File: config.mk
export PLATFORM = sky130hd
export DESIGN_NAME = mersenne_m127_trial_residue_flat
export DESIGN_NICKNAME = d
export VERILOG_FILES = /design/src/mtr_pkg.sv /design/src/mtr_if.sv /design/src/mtr_moddbl.sv /design/src/mersenne_m127_trial_residue.sv /design/src/flat_wrapper.sv
export VERILOG_INCLUDE_DIRS = /design/src /design/src/src
export SDC_FILE = /design/constraint.sdc
export NUM_CORES = 1
export LEC_CHECK = 0
export ABC_AREA = 1
export BUFFER_PORTS_ARGS = -buffer_cell sky130_fd_sc_hd__buf_2
export CAP_MARGIN = 30
export CORE_ASPECT_RATIO = 1.2
export CORE_MARGIN = 5
export CORE_UTILIZATION = 47
export CTS_CLUSTER_SIZE = 8
export DETAILED_ROUTE_END_ITERATION = 10
export GPL_ROUTABILITY_DRIVEN = 0
export PLACE_DENSITY_LB_ADDON = 0.05
export SYNTH_ARGS = -nofsm -noshare
export SYNTH_HDL_FRONTEND = slang
export SYNTH_SLANG_ARGS = --single-unit
File: constraint.sdc
create_clock -name clock -period 5.05 [get_ports clock]
set_clock_uncertainty 0.05 [all_clocks]
set_input_delay 0.2525 -clock clock [delete_from_list [all_inputs] [get_ports clock]]
set_output_delay 0.2525 -clock clock [all_outputs]
set_load 0.02 [all_outputs]
File: src/assert_macros.svh
// assertion macros included by the rtl top file
`ifndef ASSERT_MACROS_SVH
`define ASSERT_MACROS_SVH

// same-cycle implication
`define MTR_ASSERT_IMP(name, clk, rst, ante, cons, msg) \
   name: assert property (@(posedge clk) disable iff (rst) (ante) |-> (cons)) \
      else $error(msg);

// next-cycle implication
`define MTR_ASSERT_NXT(name, clk, rst, ante, cons, msg) \
   name: assert property (@(posedge clk) disable iff (rst) (ante) |=> (cons)) \
      else $error(msg);

`endif

File: src/mtr_pkg.sv
// package: widths, exponent constants and sequencer state type
package mtr_pkg;

   localparam int DATA_W    = 64;   // candidate and residue field width
   localparam int EXP_START = 8;    // first exponent bit handled by square-and-double
   localparam int EXP_TOP   = 127;  // mersenne exponent
   localparam int START_POW = 255;  // seed is 2^255 mod q
   localparam int STEPS     = EXP_TOP - EXP_START;
   localparam int PRE_W     = 8;    // holds 0 .. START_POW-1
   localparam int ITER_W    = 7;    // holds 0 .. STEPS-1

   typedef enum logic [2:0] {
      ST_IDLE,
      ST_PRE,
      ST_MUL,
      ST_DBL,
      ST_FIN
   } state_type;

endpackage

File: src/mtr_if.sv
// valid/ready channel interfaces for candidate and residue beats
interface mtr_req_if;
   import mtr_pkg::*;

   logic              valid;
   logic              ready;
   logic [DATA_W-1:0] candidate;

   modport source (output valid, output candidate, input ready);
   modport sink   (input valid, input candidate, output ready);
endinterface

interface mtr_rsp_if;
   import mtr_pkg::*;

   logic              valid;
   logic              ready;
   logic [DATA_W-1:0] residue;
   logic              bad_input;

   modport source (output valid, output residue, output bad_input, input ready);
   modport sink   (input valid, input residue, input bad_input, output ready);
endinterface

File: src/mtr_moddbl.sv
// shared modular unit: z = (2*x + y) mod q for x, y < q
module mtr_moddbl #(
   parameter int Q_BITS = 64
) (
   input  logic [Q_BITS-1:0] x,
   input  logic [Q_BITS-1:0] y,
   input  logic [Q_BITS-1:0] q,
   output logic [Q_BITS-1:0] z
);
   logic [Q_BITS+1:0] sum;
   logic [Q_BITS+1:0] q1;
   logic [Q_BITS+1:0] q2;
   logic [Q_BITS+1:0] red;

   // sum stays below 3q, so at most one of q or 2q comes off
   always_comb begin
      sum = {1'b0, x, 1'b0} + {2'b00, y};
      q1  = {2'b00, q};
      q2  = {1'b0, q, 1'b0};
      if (sum >= q2) begin
         red = sum - q2;
      end else if (sum >= q1) begin
         red = sum - q1;
      end else begin
         red = sum;
      end
      z = red[Q_BITS-1:0];
   end

endmodule

File: src/mersenne_m127_trial_residue.sv
// Takes a trial factor q (low Q_BITS bits of candidate) and returns 2^(2^127-1) mod q; a
// residue of 1 means q divides 2^(2^127-1)-1, and a q of zero gives residue 0 with bad_input set.
// One candidate at a time: the single modular add-double unit (2x+y mod q) does all the
// work, one step per cycle: 255 doublings build 2^255 mod q, then each of the 119
// square-and-double steps is a shift-and-add square over the bits of r, from the top,
// followed by one doubling. A zero q goes straight to the output stage. req_ch.ready
// is high only between items; a finished residue waits in the output register while
// the next candidate is accepted.
`include "assert_macros.svh"

module mersenne_m127_trial_residue #(
   parameter int Q_BITS = 64
) (
   input  logic       clock,
   input  logic       reset,
   mtr_req_if.sink    req_ch,
   mtr_rsp_if.source  rsp_ch
);
   import mtr_pkg::*;

   localparam int BIT_W = (Q_BITS > 1) ? $clog2(Q_BITS) : 1;

   state_type         state_ff, state_in;
   logic [Q_BITS-1:0] q_ff, q_in;
   logic [Q_BITS-1:0] r_ff, r_in;
   logic [Q_BITS-1:0] acc_ff, acc_in;
   logic [PRE_W-1:0]  pre_ff, pre_in;
   logic [ITER_W-1:0] iter_ff, iter_in;
   logic [BIT_W-1:0]  bit_ff, bit_in;
   logic              bad_ff, bad_in;
   logic              rsp_valid_ff, rsp_valid_in;
   logic [DATA_W-1:0] residue_ff, residue_in;
   logic              rsp_bad_ff, rsp_bad_in;

   logic [Q_BITS-1:0] unit_x;
   logic [Q_BITS-1:0] unit_y;
   logic [Q_BITS-1:0] unit_z;
   logic [Q_BITS-1:0] cand_q;

   mtr_moddbl #(.Q_BITS(Q_BITS)) u_moddbl (
      .x (unit_x),
      .y (unit_y),
      .q (q_ff),
      .z (unit_z)
   );

   always_ff @(posedge clock) begin
      if (reset) begin
         state_ff     <= ST_IDLE;
         rsp_valid_ff <= 1'b0;
      end else begin
         state_ff     <= state_in;
         rsp_valid_ff <= rsp_valid_in;
      end
   end

   always_ff @(posedge clock) begin
      q_ff       <= q_in;
      r_ff       <= r_in;
      acc_ff     <= acc_in;
      pre_ff     <= pre_in;
      iter_ff    <= iter_in;
      bit_ff     <= bit_in;
      bad_ff     <= bad_in;
      residue_ff <= residue_in;
      rsp_bad_ff <= rsp_bad_in;
   end

   always_comb begin
      state_in     = state_ff;
      q_in         = q_ff;
      r_in         = r_ff;
      acc_in       = acc_ff;
      pre_in       = pre_ff;
      iter_in      = iter_ff;
      bit_in       = bit_ff;
      bad_in       = bad_ff;
      rsp_valid_in = rsp_valid_ff;
      residue_in   = residue_ff;
      rsp_bad_in   = rsp_bad_ff;
      cand_q       = req_ch.candidate[Q_BITS-1:0];

      // the square multiplies r by itself, bit by bit from the top
      if (state_ff == ST_MUL || state_ff == ST_DBL) begin
         unit_x = acc_ff;
      end else begin
         unit_x = r_ff;
      end
      if (state_ff == ST_MUL && r_ff[bit_ff]) begin
         unit_y = r_ff;
      end else begin
         unit_y = '0;
      end

      if (rsp_valid_ff && rsp_ch.ready) begin
         rsp_valid_in = 1'b0;
      end

      case (state_ff)
         ST_IDLE: begin
            if (req_ch.valid) begin
               q_in   = cand_q;
               pre_in = '0;
               if (cand_q == '0) begin
                  bad_in   = 1'b1;
                  state_in = ST_FIN;
               end else begin
                  bad_in   = 1'b0;
                  r_in     = (cand_q == Q_BITS'(1)) ? '0 : Q_BITS'(1);
                  state_in = ST_PRE;
               end
            end
         end
         ST_PRE: begin
            r_in   = unit_z;
            pre_in = pre_ff + PRE_W'(1);
            if (pre_ff == PRE_W'(START_POW - 1)) begin
               acc_in   = '0;
               bit_in   = BIT_W'(Q_BITS - 1);
               iter_in  = '0;
               state_in = ST_MUL;
            end
         end
         ST_MUL: begin
            acc_in = unit_z;
            if (bit_ff == '0) begin
               state_in = ST_DBL;
            end else begin
               bit_in = bit_ff - BIT_W'(1);
            end
         end
         ST_DBL: begin
            r_in = unit_z;
            if (iter_ff == ITER_W'(STEPS - 1)) begin
               state_in = ST_FIN;
            end else begin
               iter_in  = iter_ff + ITER_W'(1);
               acc_in   = '0;
               bit_in   = BIT_W'(Q_BITS - 1);
               state_in = ST_MUL;
            end
         end
         ST_FIN: begin
            // wait for the output register to free up
            if (!rsp_valid_ff || rsp_ch.ready) begin
               rsp_valid_in = 1'b1;
               residue_in   = bad_ff ? '0 : DATA_W'(r_ff);
               rsp_bad_in   = bad_ff;
               state_in     = ST_IDLE;
            end
         end
         default: begin
            state_in = ST_IDLE;
         end
      endcase
   end

   assign req_ch.ready     = (state_ff == ST_IDLE);
   assign rsp_ch.valid     = rsp_valid_ff;
   assign rsp_ch.residue   = residue_ff;
   assign rsp_ch.bad_input = rsp_bad_ff;

   `MTR_ASSERT_IMP(a_bad_zero, clock, reset, rsp_valid_ff && rsp_bad_ff, residue_ff == '0, "bad input beat with nonzero residue")
   `MTR_ASSERT_NXT(a_busy_after_accept, clock, reset, req_ch.valid && req_ch.ready, state_ff != ST_IDLE, "sequencer idle after accepted beat")
   `MTR_ASSERT_IMP(a_reduced, clock, reset, state_ff == ST_MUL || state_ff == ST_DBL, acc_ff < q_ff && r_ff < q_ff, "operand not reduced mod q")

endmodule

File: src/flat_wrapper.sv
// flat-port wrapper written by rule: the top's interface ports become plain ports
module mersenne_m127_trial_residue_flat import mtr_pkg::*;
#(
   parameter int Q_BITS = 64
)
  (clock, reset, req_ch_valid, req_ch_candidate, req_ch_ready, rsp_ch_valid, rsp_ch_residue, rsp_ch_bad_input, rsp_ch_ready);
  mtr_req_if req_ch_i ();
  mtr_rsp_if rsp_ch_i ();
  input  logic clock;
  input  logic reset;
  input wire logic [$bits(req_ch_i.valid)-1:0] req_ch_valid;
  input wire logic [$bits(req_ch_i.candidate)-1:0] req_ch_candidate;
  output wire logic [$bits(req_ch_i.ready)-1:0] req_ch_ready;
  output wire logic [$bits(rsp_ch_i.valid)-1:0] rsp_ch_valid;
  output wire logic [$bits(rsp_ch_i.residue)-1:0] rsp_ch_residue;
  output wire logic [$bits(rsp_ch_i.bad_input)-1:0] rsp_ch_bad_input;
  input wire logic [$bits(rsp_ch_i.ready)-1:0] rsp_ch_ready;
  assign req_ch_i.valid = req_ch_valid;
  assign req_ch_i.candidate = req_ch_candidate;
  assign req_ch_ready = req_ch_i.ready;
  assign rsp_ch_valid = rsp_ch_i.valid;
  assign rsp_ch_residue = rsp_ch_i.residue;
  assign rsp_ch_bad_input = rsp_ch_i.bad_input;
  assign rsp_ch_i.ready = rsp_ch_ready;
  mersenne_m127_trial_residue #(.Q_BITS(Q_BITS)) u_core (.clock(clock), .reset(reset), .req_ch(req_ch_i), .rsp_ch(rsp_ch_i));
endmodule
-- Word level (Yosys, flattened, before mapping)
Cells that the tools add are included.
- register bits after elaboration: 283
- bits of input ports: 68
- logic and storage cells: 88
- $add $sub $neg: 6
- $lt $le $gt $ge: 3
- equality and inequality tests: 14
- multiplexer cells: 33
- reduce and logical (&&, ||, !) cells: 21
- operator list (operator ; number):
    64-bit two-way mux ; 8
    64-bit case mux with 3 select lines ; 1
    64-bit case mux with 2 select lines ; 1
    64-bit subtractor ; 2
    65-bit by 64-bit adder with 66-bit output ; 1
    66-bit by 64-bit greater-or-equal comparator with 1-bit output ; 1
    66-bit by 65-bit greater-or-equal comparator with 1-bit output ; 1
    64-bit by 1-bit == test with 1-bit output, second input constant ; 1
    64-bit zero test ; 1
    3-bit two-way mux ; 6
    6-bit two-way mux ; 3
    6-bit case mux with 3 select lines ; 1
    8-bit case mux with 2 select lines ; 1
    3-bit case mux with 5 select lines ; 1
    7-bit two-way mux ; 2
    7-bit case mux with 2 select lines ; 1
    2-bit inequality test, second input constant ; 5
    3-bit AND reduction ; 3
    8-bit by 1-bit adder with 8-bit output, second input constant ; 1
    8-bit == test, second input constant ; 1
    8-bit two-way mux ; 1
    4-bit AND reduction ; 2
    7-bit by 1-bit adder with 7-bit output, second input constant ; 1
    7-bit == test, second input constant ; 1
    other kinds (17) ; 30

-- Depth between registers and ports, before layout
- depth after elaboration: 9
- gate-level depth with buffers: 46
- gate-level depth less buffers: 44

-- Modules after synthesis
A second synthesis with hierarchy kept.
- cell total of the unflattened synthesis: 4543
- area, all modules: 29001.6 um2
- modules (own cells, without submodules) (module ; times used ; cells an instance ; area an instance (um2) ; sequential area each (um2)):
    mtr_moddbl ; 1 ; 3364 ; 16677.2 ; 0.0
    mersenne_m127_trial_residue ; 1 ; 1179 ; 12324.3 ; 8458.1

-- Worst setup path after synthesis
Ideal clock, no wire load.
- kind: reg2reg
- from: register u_core.bit_ff[0]
- to: register u_core.acc_ff[57] (data pin)
- library setup time: 270 ps
- arrival: 5294 ps
- data required time: 4730 ps
- setup slack: -564 ps
- stages on the path, launching flop included: 45
- cell sequence: edfxtp_1 buf_2 inv_2 buf_2 nand2_1 nand3_1 nand3_1 nand3_1 nand2_1 nand3_1 nand2_1 nand2_1 clkbuf_1 nor2_1 ha_1 fa_1 nand3_1 nand2_1 (+9 left out) inv_1 ha_1 nand2_1 nor2_1 inv_1 nor2_1 inv_1 nor2_1 nand2_1 o21ai_1 nor3_4 and2_1 buf_6 buf_6 nand3_1 nand2_1 nand2_1 a21oi_1
- word-level cells in the longest chain between the ends: 9
- elaborated cells between the ends (all ways): 12
- those cells by class: add/sub: 3; order compare: 2; mux: 6; reduce/logical: 1
- RTL lines (what ; line ; source):
    start, declared ; mersenne_m127_trial_residue.sv:29 ; logic [BIT_W-1:0] bit_ff, bit_in;
    start signal, assigned ; mersenne_m127_trial_residue.sv:63 ; bit_ff <= bit_in;
    1-bit binary-select mux with 6-bit select (*) ; mersenne_m127_trial_residue.sv:89 ; if (state_ff == ST_MUL && r_ff[bit_ff]) begin
    1-bit two-way mux (implied by the code) (*) ; mersenne_m127_trial_residue.sv:89 ;
    1-bit logical AND (*) ; mersenne_m127_trial_residue.sv:89 ;
    64-bit two-way mux (*) ; mersenne_m127_trial_residue.sv:89 ;
    65-bit by 64-bit adder with 66-bit output (*) ; mtr_moddbl.sv:17 ; sum = {1'b0, x, 1'b0} + {2'b00, y};
    64-bit subtractor / 66-bit by 64-bit greater-or-equal comparator with 1-bit output (equally long branches) ; mtr_moddbl.sv:23, mtr_moddbl.sv:22 ;
    64-bit two-way mux ; mtr_moddbl.sv:22 ; end else if (sum >= q1) begin
    64-bit two-way mux (*) ; mtr_moddbl.sv:20 ; if (sum >= q2) begin
    64-bit case mux with 3 select lines (*) ; mersenne_m127_trial_residue.sv:99 ; case (state_ff)
    end signal, assigned ; mersenne_m127_trial_residue.sv:60 ; acc_ff <= acc_in;
    end, declared ; mersenne_m127_trial_residue.sv:26 ; logic [Q_BITS-1:0] acc_ff, acc_in;
Every way passes the cells marked *; elsewhere a longest branch is shown, timed or not. The select of a mux whose other input is x is not followed.
A chain may end at the register's enable or synchronous reset.

-- Worst setup path in the final report
- from: register u_core.bit_ff[0]
- to: register u_core.acc_ff[31] (data pin)
Same word-level chain as after synthesis.

==> metrics.txt <==
status finished, violations left; violated checks negative setup slack; Distinct cells, synth 47; clk slew on worst S/H paths 0.05 ns; first-pass GRT wire length 182500 um; Placement Setup Slack -1.584 ns; CP peak stage delay 0.42 ns; diodes inserted 0; Worst EP required 5.27 ns; drt wl/cell 20.34 um; Detailed Routing Iterations Pass 1 7; Die H 276.8 um; vias per cell 5.542; post-synthesis sequential area ratio 30.34%; RSZ-0062 raised after global routing true; top-level I/O count 135; CP startpoint kind flop; CP Data Arrival Time 6.48 ns; Setup Crit Path Kind flop to flop; die width 232.3 um; most frequent CP cell nand2_1; number of synthesis warnings 0; worst slew pin tran 0.9714 ns; grt total ovfl 0; Clock Latency Late Sink 0.58 ns; DR iter-0 viols 3780; dominant synthesized flop cell edfxtp_1; CTS tree done; Max-Cap Viols 0; nets 5893; Worst path slowest cell edfxtp_1; hpwl dp 103200 um; Min Clock Period, post-route 6.265 ns; max-slew violation count 0; worst-path fanout max 13; FP Rows 97; Starting Density 47.55%; # H-tree levels 2; Fmax 159.6 MHz; final hold violation count 0; Mapped Cells 4219; initial antenna violation count 1; largest net degree at the start of global routing 67; clk sinks 283; GRT Total Usage 37.10%; vias in the first global route 33257; Clock Root Buffer clkbuf_16; cts bufs inserted 41; Worst Hold Class primary input to flop; final antenna-violating net count 0; Tcrit/Tclk final 124.1%; Vias 35626; Hold Path Cell Cnt 3; Die ar. 64300 um2; share of layout cells above drive strength 1 34.55%; final std cells w/o fill 6428; Post-synth EDFFs 279; layout overhead on the synthesized area 55.41%; setup ws final -1.215 ns; core footprint 58620 um2; DR DRC count 0; Synth async-reset ratio 0%; final setup violation count 128; Post-Syn Area 27870 um2; synthesized net count 4487; critical path capture point type flop; I/O Buffers 134; max_slew headroom 34.74%; number of synthesized register bits 283; worst reg2reg path depth 38; setup TNS -148.87 ns; Placed Instances 6256; routed wire length 130800 um; CTS Buffer Depth 3; Mean Syn Cell Area 6.607 um2; end-of-flow core utilization 73.90%
kinds of logic after synthesis:
group                      synth area share, %
and+or+nand+nor                          31.74
AOI/OAI and AO/OA                        15.02
DFF                                      30.34
buffers and inverters                    9.314
adders and majority gates                9.058
xor gates and xnor gates                 4.525
stage by stage:
stage | hold WS, ns | area, um2
floorplan | 0.2716 | 28090
global placement | 0.3904 | 38480
detailed placement | 0.3962 | 38490
CTS | 0.3128 | 40810
global route | 0.3125 | 43320
finish | 0.3223 | 43320
cell usage after synthesis (2+ instances only):
| cell | instances | share of area, % |
|---|---|---|
| o21bai_1 | 37 | 1.0 |
| buf_2 | 29 | 0.52 |
| o21ai_1 | 10 | 0.18 |
| o21a_1 | 14 | 0.38 |
| inv_2 | 18 | 0.24 |
| a21oi_1 | 394 | 7.1 |
| or2_2 | 3 | 0.067 |
| nand2_2 | 5 | 0.11 |
| nor3_1 | 47 | 0.84 |
| nand2_1 | 1152 | 16 |
| buf_1 | 9 | 0.12 |
| a31oi_1 | 29 | 0.65 |
| nor2_2 | 2 | 0.045 |
| nor3b_1 | 2 | 0.054 |
| dfxtp_1 | 4 | 0.29 |
| and3_1 | 2 | 0.045 |
| edfxtp_1 | 279 | 30 |
| ha_1 | 197 | 8.8 |
| o211ai_1 | 12 | 0.32 |
| a21o_1 | 38 | 1.0 |
| and2_1 | 5 | 0.11 |
| a21boi_0 | 9 | 0.24 |
| xor2_1 | 122 | 3.8 |
| nand3b_1 | 3 | 0.081 |
| clkbuf_1 | 33 | 0.44 |
| a211oi_1 | 3 | 0.081 |
| nand3_1 | 269 | 4.8 |
| o21ai_0 | 222 | 4.0 |
| inv_1 | 554 | 7.5 |
| buf_6 | 12 | 0.48 |
| nand4_1 | 43 | 0.97 |
| xnor2_1 | 22 | 0.69 |
| nor4_1 | 33 | 0.74 |
| nand3_2 | 5 | 0.18 |
| fa_1 | 3 | 0.22 |
| nor2_1 | 587 | 7.9 |
final timing paths:
kind,from,end,slack [ns]
worst min-delay path,req_ch_valid,u_core.bad_ff$_DFFE_PP_,0.32
worst max-delay path,u_core.bit_ff[0]$_SDFFCE_PN1P_,u_core.acc_ff[31]$_SDFFCE_PN0P_,-1.21
worst min register to register,u_core.pre_ff[4]$_SDFFCE_PN0P_,u_core.pre_ff[4]$_SDFFCE_PN0P_,0.52
worst max register to register,u_core.bit_ff[0]$_SDFFCE_PN1P_,u_core.acc_ff[31]$_SDFFCE_PN0P_,-1.21
sequential cells by signal, indices dropped and copies added (netlist names):
register	cells
u_core.bit_ff	6
u_core.rsp_ch.residue	64
u_core.r_ff	64
u_core.q_ff	64
u_core.rsp_ch.valid	1
u_core.rsp_ch.bad_input	1
u_core.iter_ff	7
u_core.state_ff	3
u_core.acc_ff	64
u_core.bad_ff	1
u_core.pre_ff	8
worst max-delay path, delay by kind of cell, from the launching register on:
kind                     cells  cell delay [ns]
AO/OA/AOI/OAI                7             1.01
XOR/XNOR                     1             0.16
adder cells (fa/ha/maj)      2             0.56
buffers and inverters       10             1.50
flip-flops                   1             0.42
AND/OR/NAND/NOR             18             2.22
layout make-up:
cell class / instances / area (um2)
multi-input combinational: 3280 / 19420
fill: 4687 / 15300
timing repair buffer: 1445 / 11190
sequential: 283 / 8458
inverter: 573 / 2170
clock buffer: 51 / 1064
tap: 792 / 991.0
clock inverter: 3 / 22.52
timing repair inverter: 1 / 8.758
layout by cell type, fill, tap and decap left out, drive strengths merged, types with 4 or more instances in the layout:
cell	Yosys	final
a21boi	9	9
a21o	38	38
a21oi	394	394
a31oi	29	29
and2	5	5
buf	51	1371
clkbuf	33	59
dfxtp	4	4
dlygate4sd3	0	66
edfxtp	279	279
ha	197	197
inv	572	574
nand2	1157	1157
nand3	274	274
nand4	44	44
nor2	590	591
nor3	48	48
nor4	33	33
o211ai	12	12
o21a	14	14
o21ai	232	232
o21bai	37	37
or2	4	4
xnor2	22	22
xor2	122	122
layer usage:
metal  track usage [%]  up-vias  routed length (um)  part of all wire (%)
met5                 0        -                  11                0.0084
met4             26.70        2               12750                   9.8
met3             5.353      585               11610                   8.9
met2             59.23     2058               57910                    44
met1             45.72    16232               48470                    37
li1                  -    16749                   -                     -
what timing repair did:
action	CTS	global route
gates resized for setup	122	484
hold buffers	66	0
buffers inserted	5	35
pin swaps	4	100
hold endpoints to repair	68	0
setup endpoints to repair	128	128
cloned	1	11
Power is left out: the tool's default activity adds up to more than one toggle a clock period on the data nets, which glitch-free logic cannot reach.
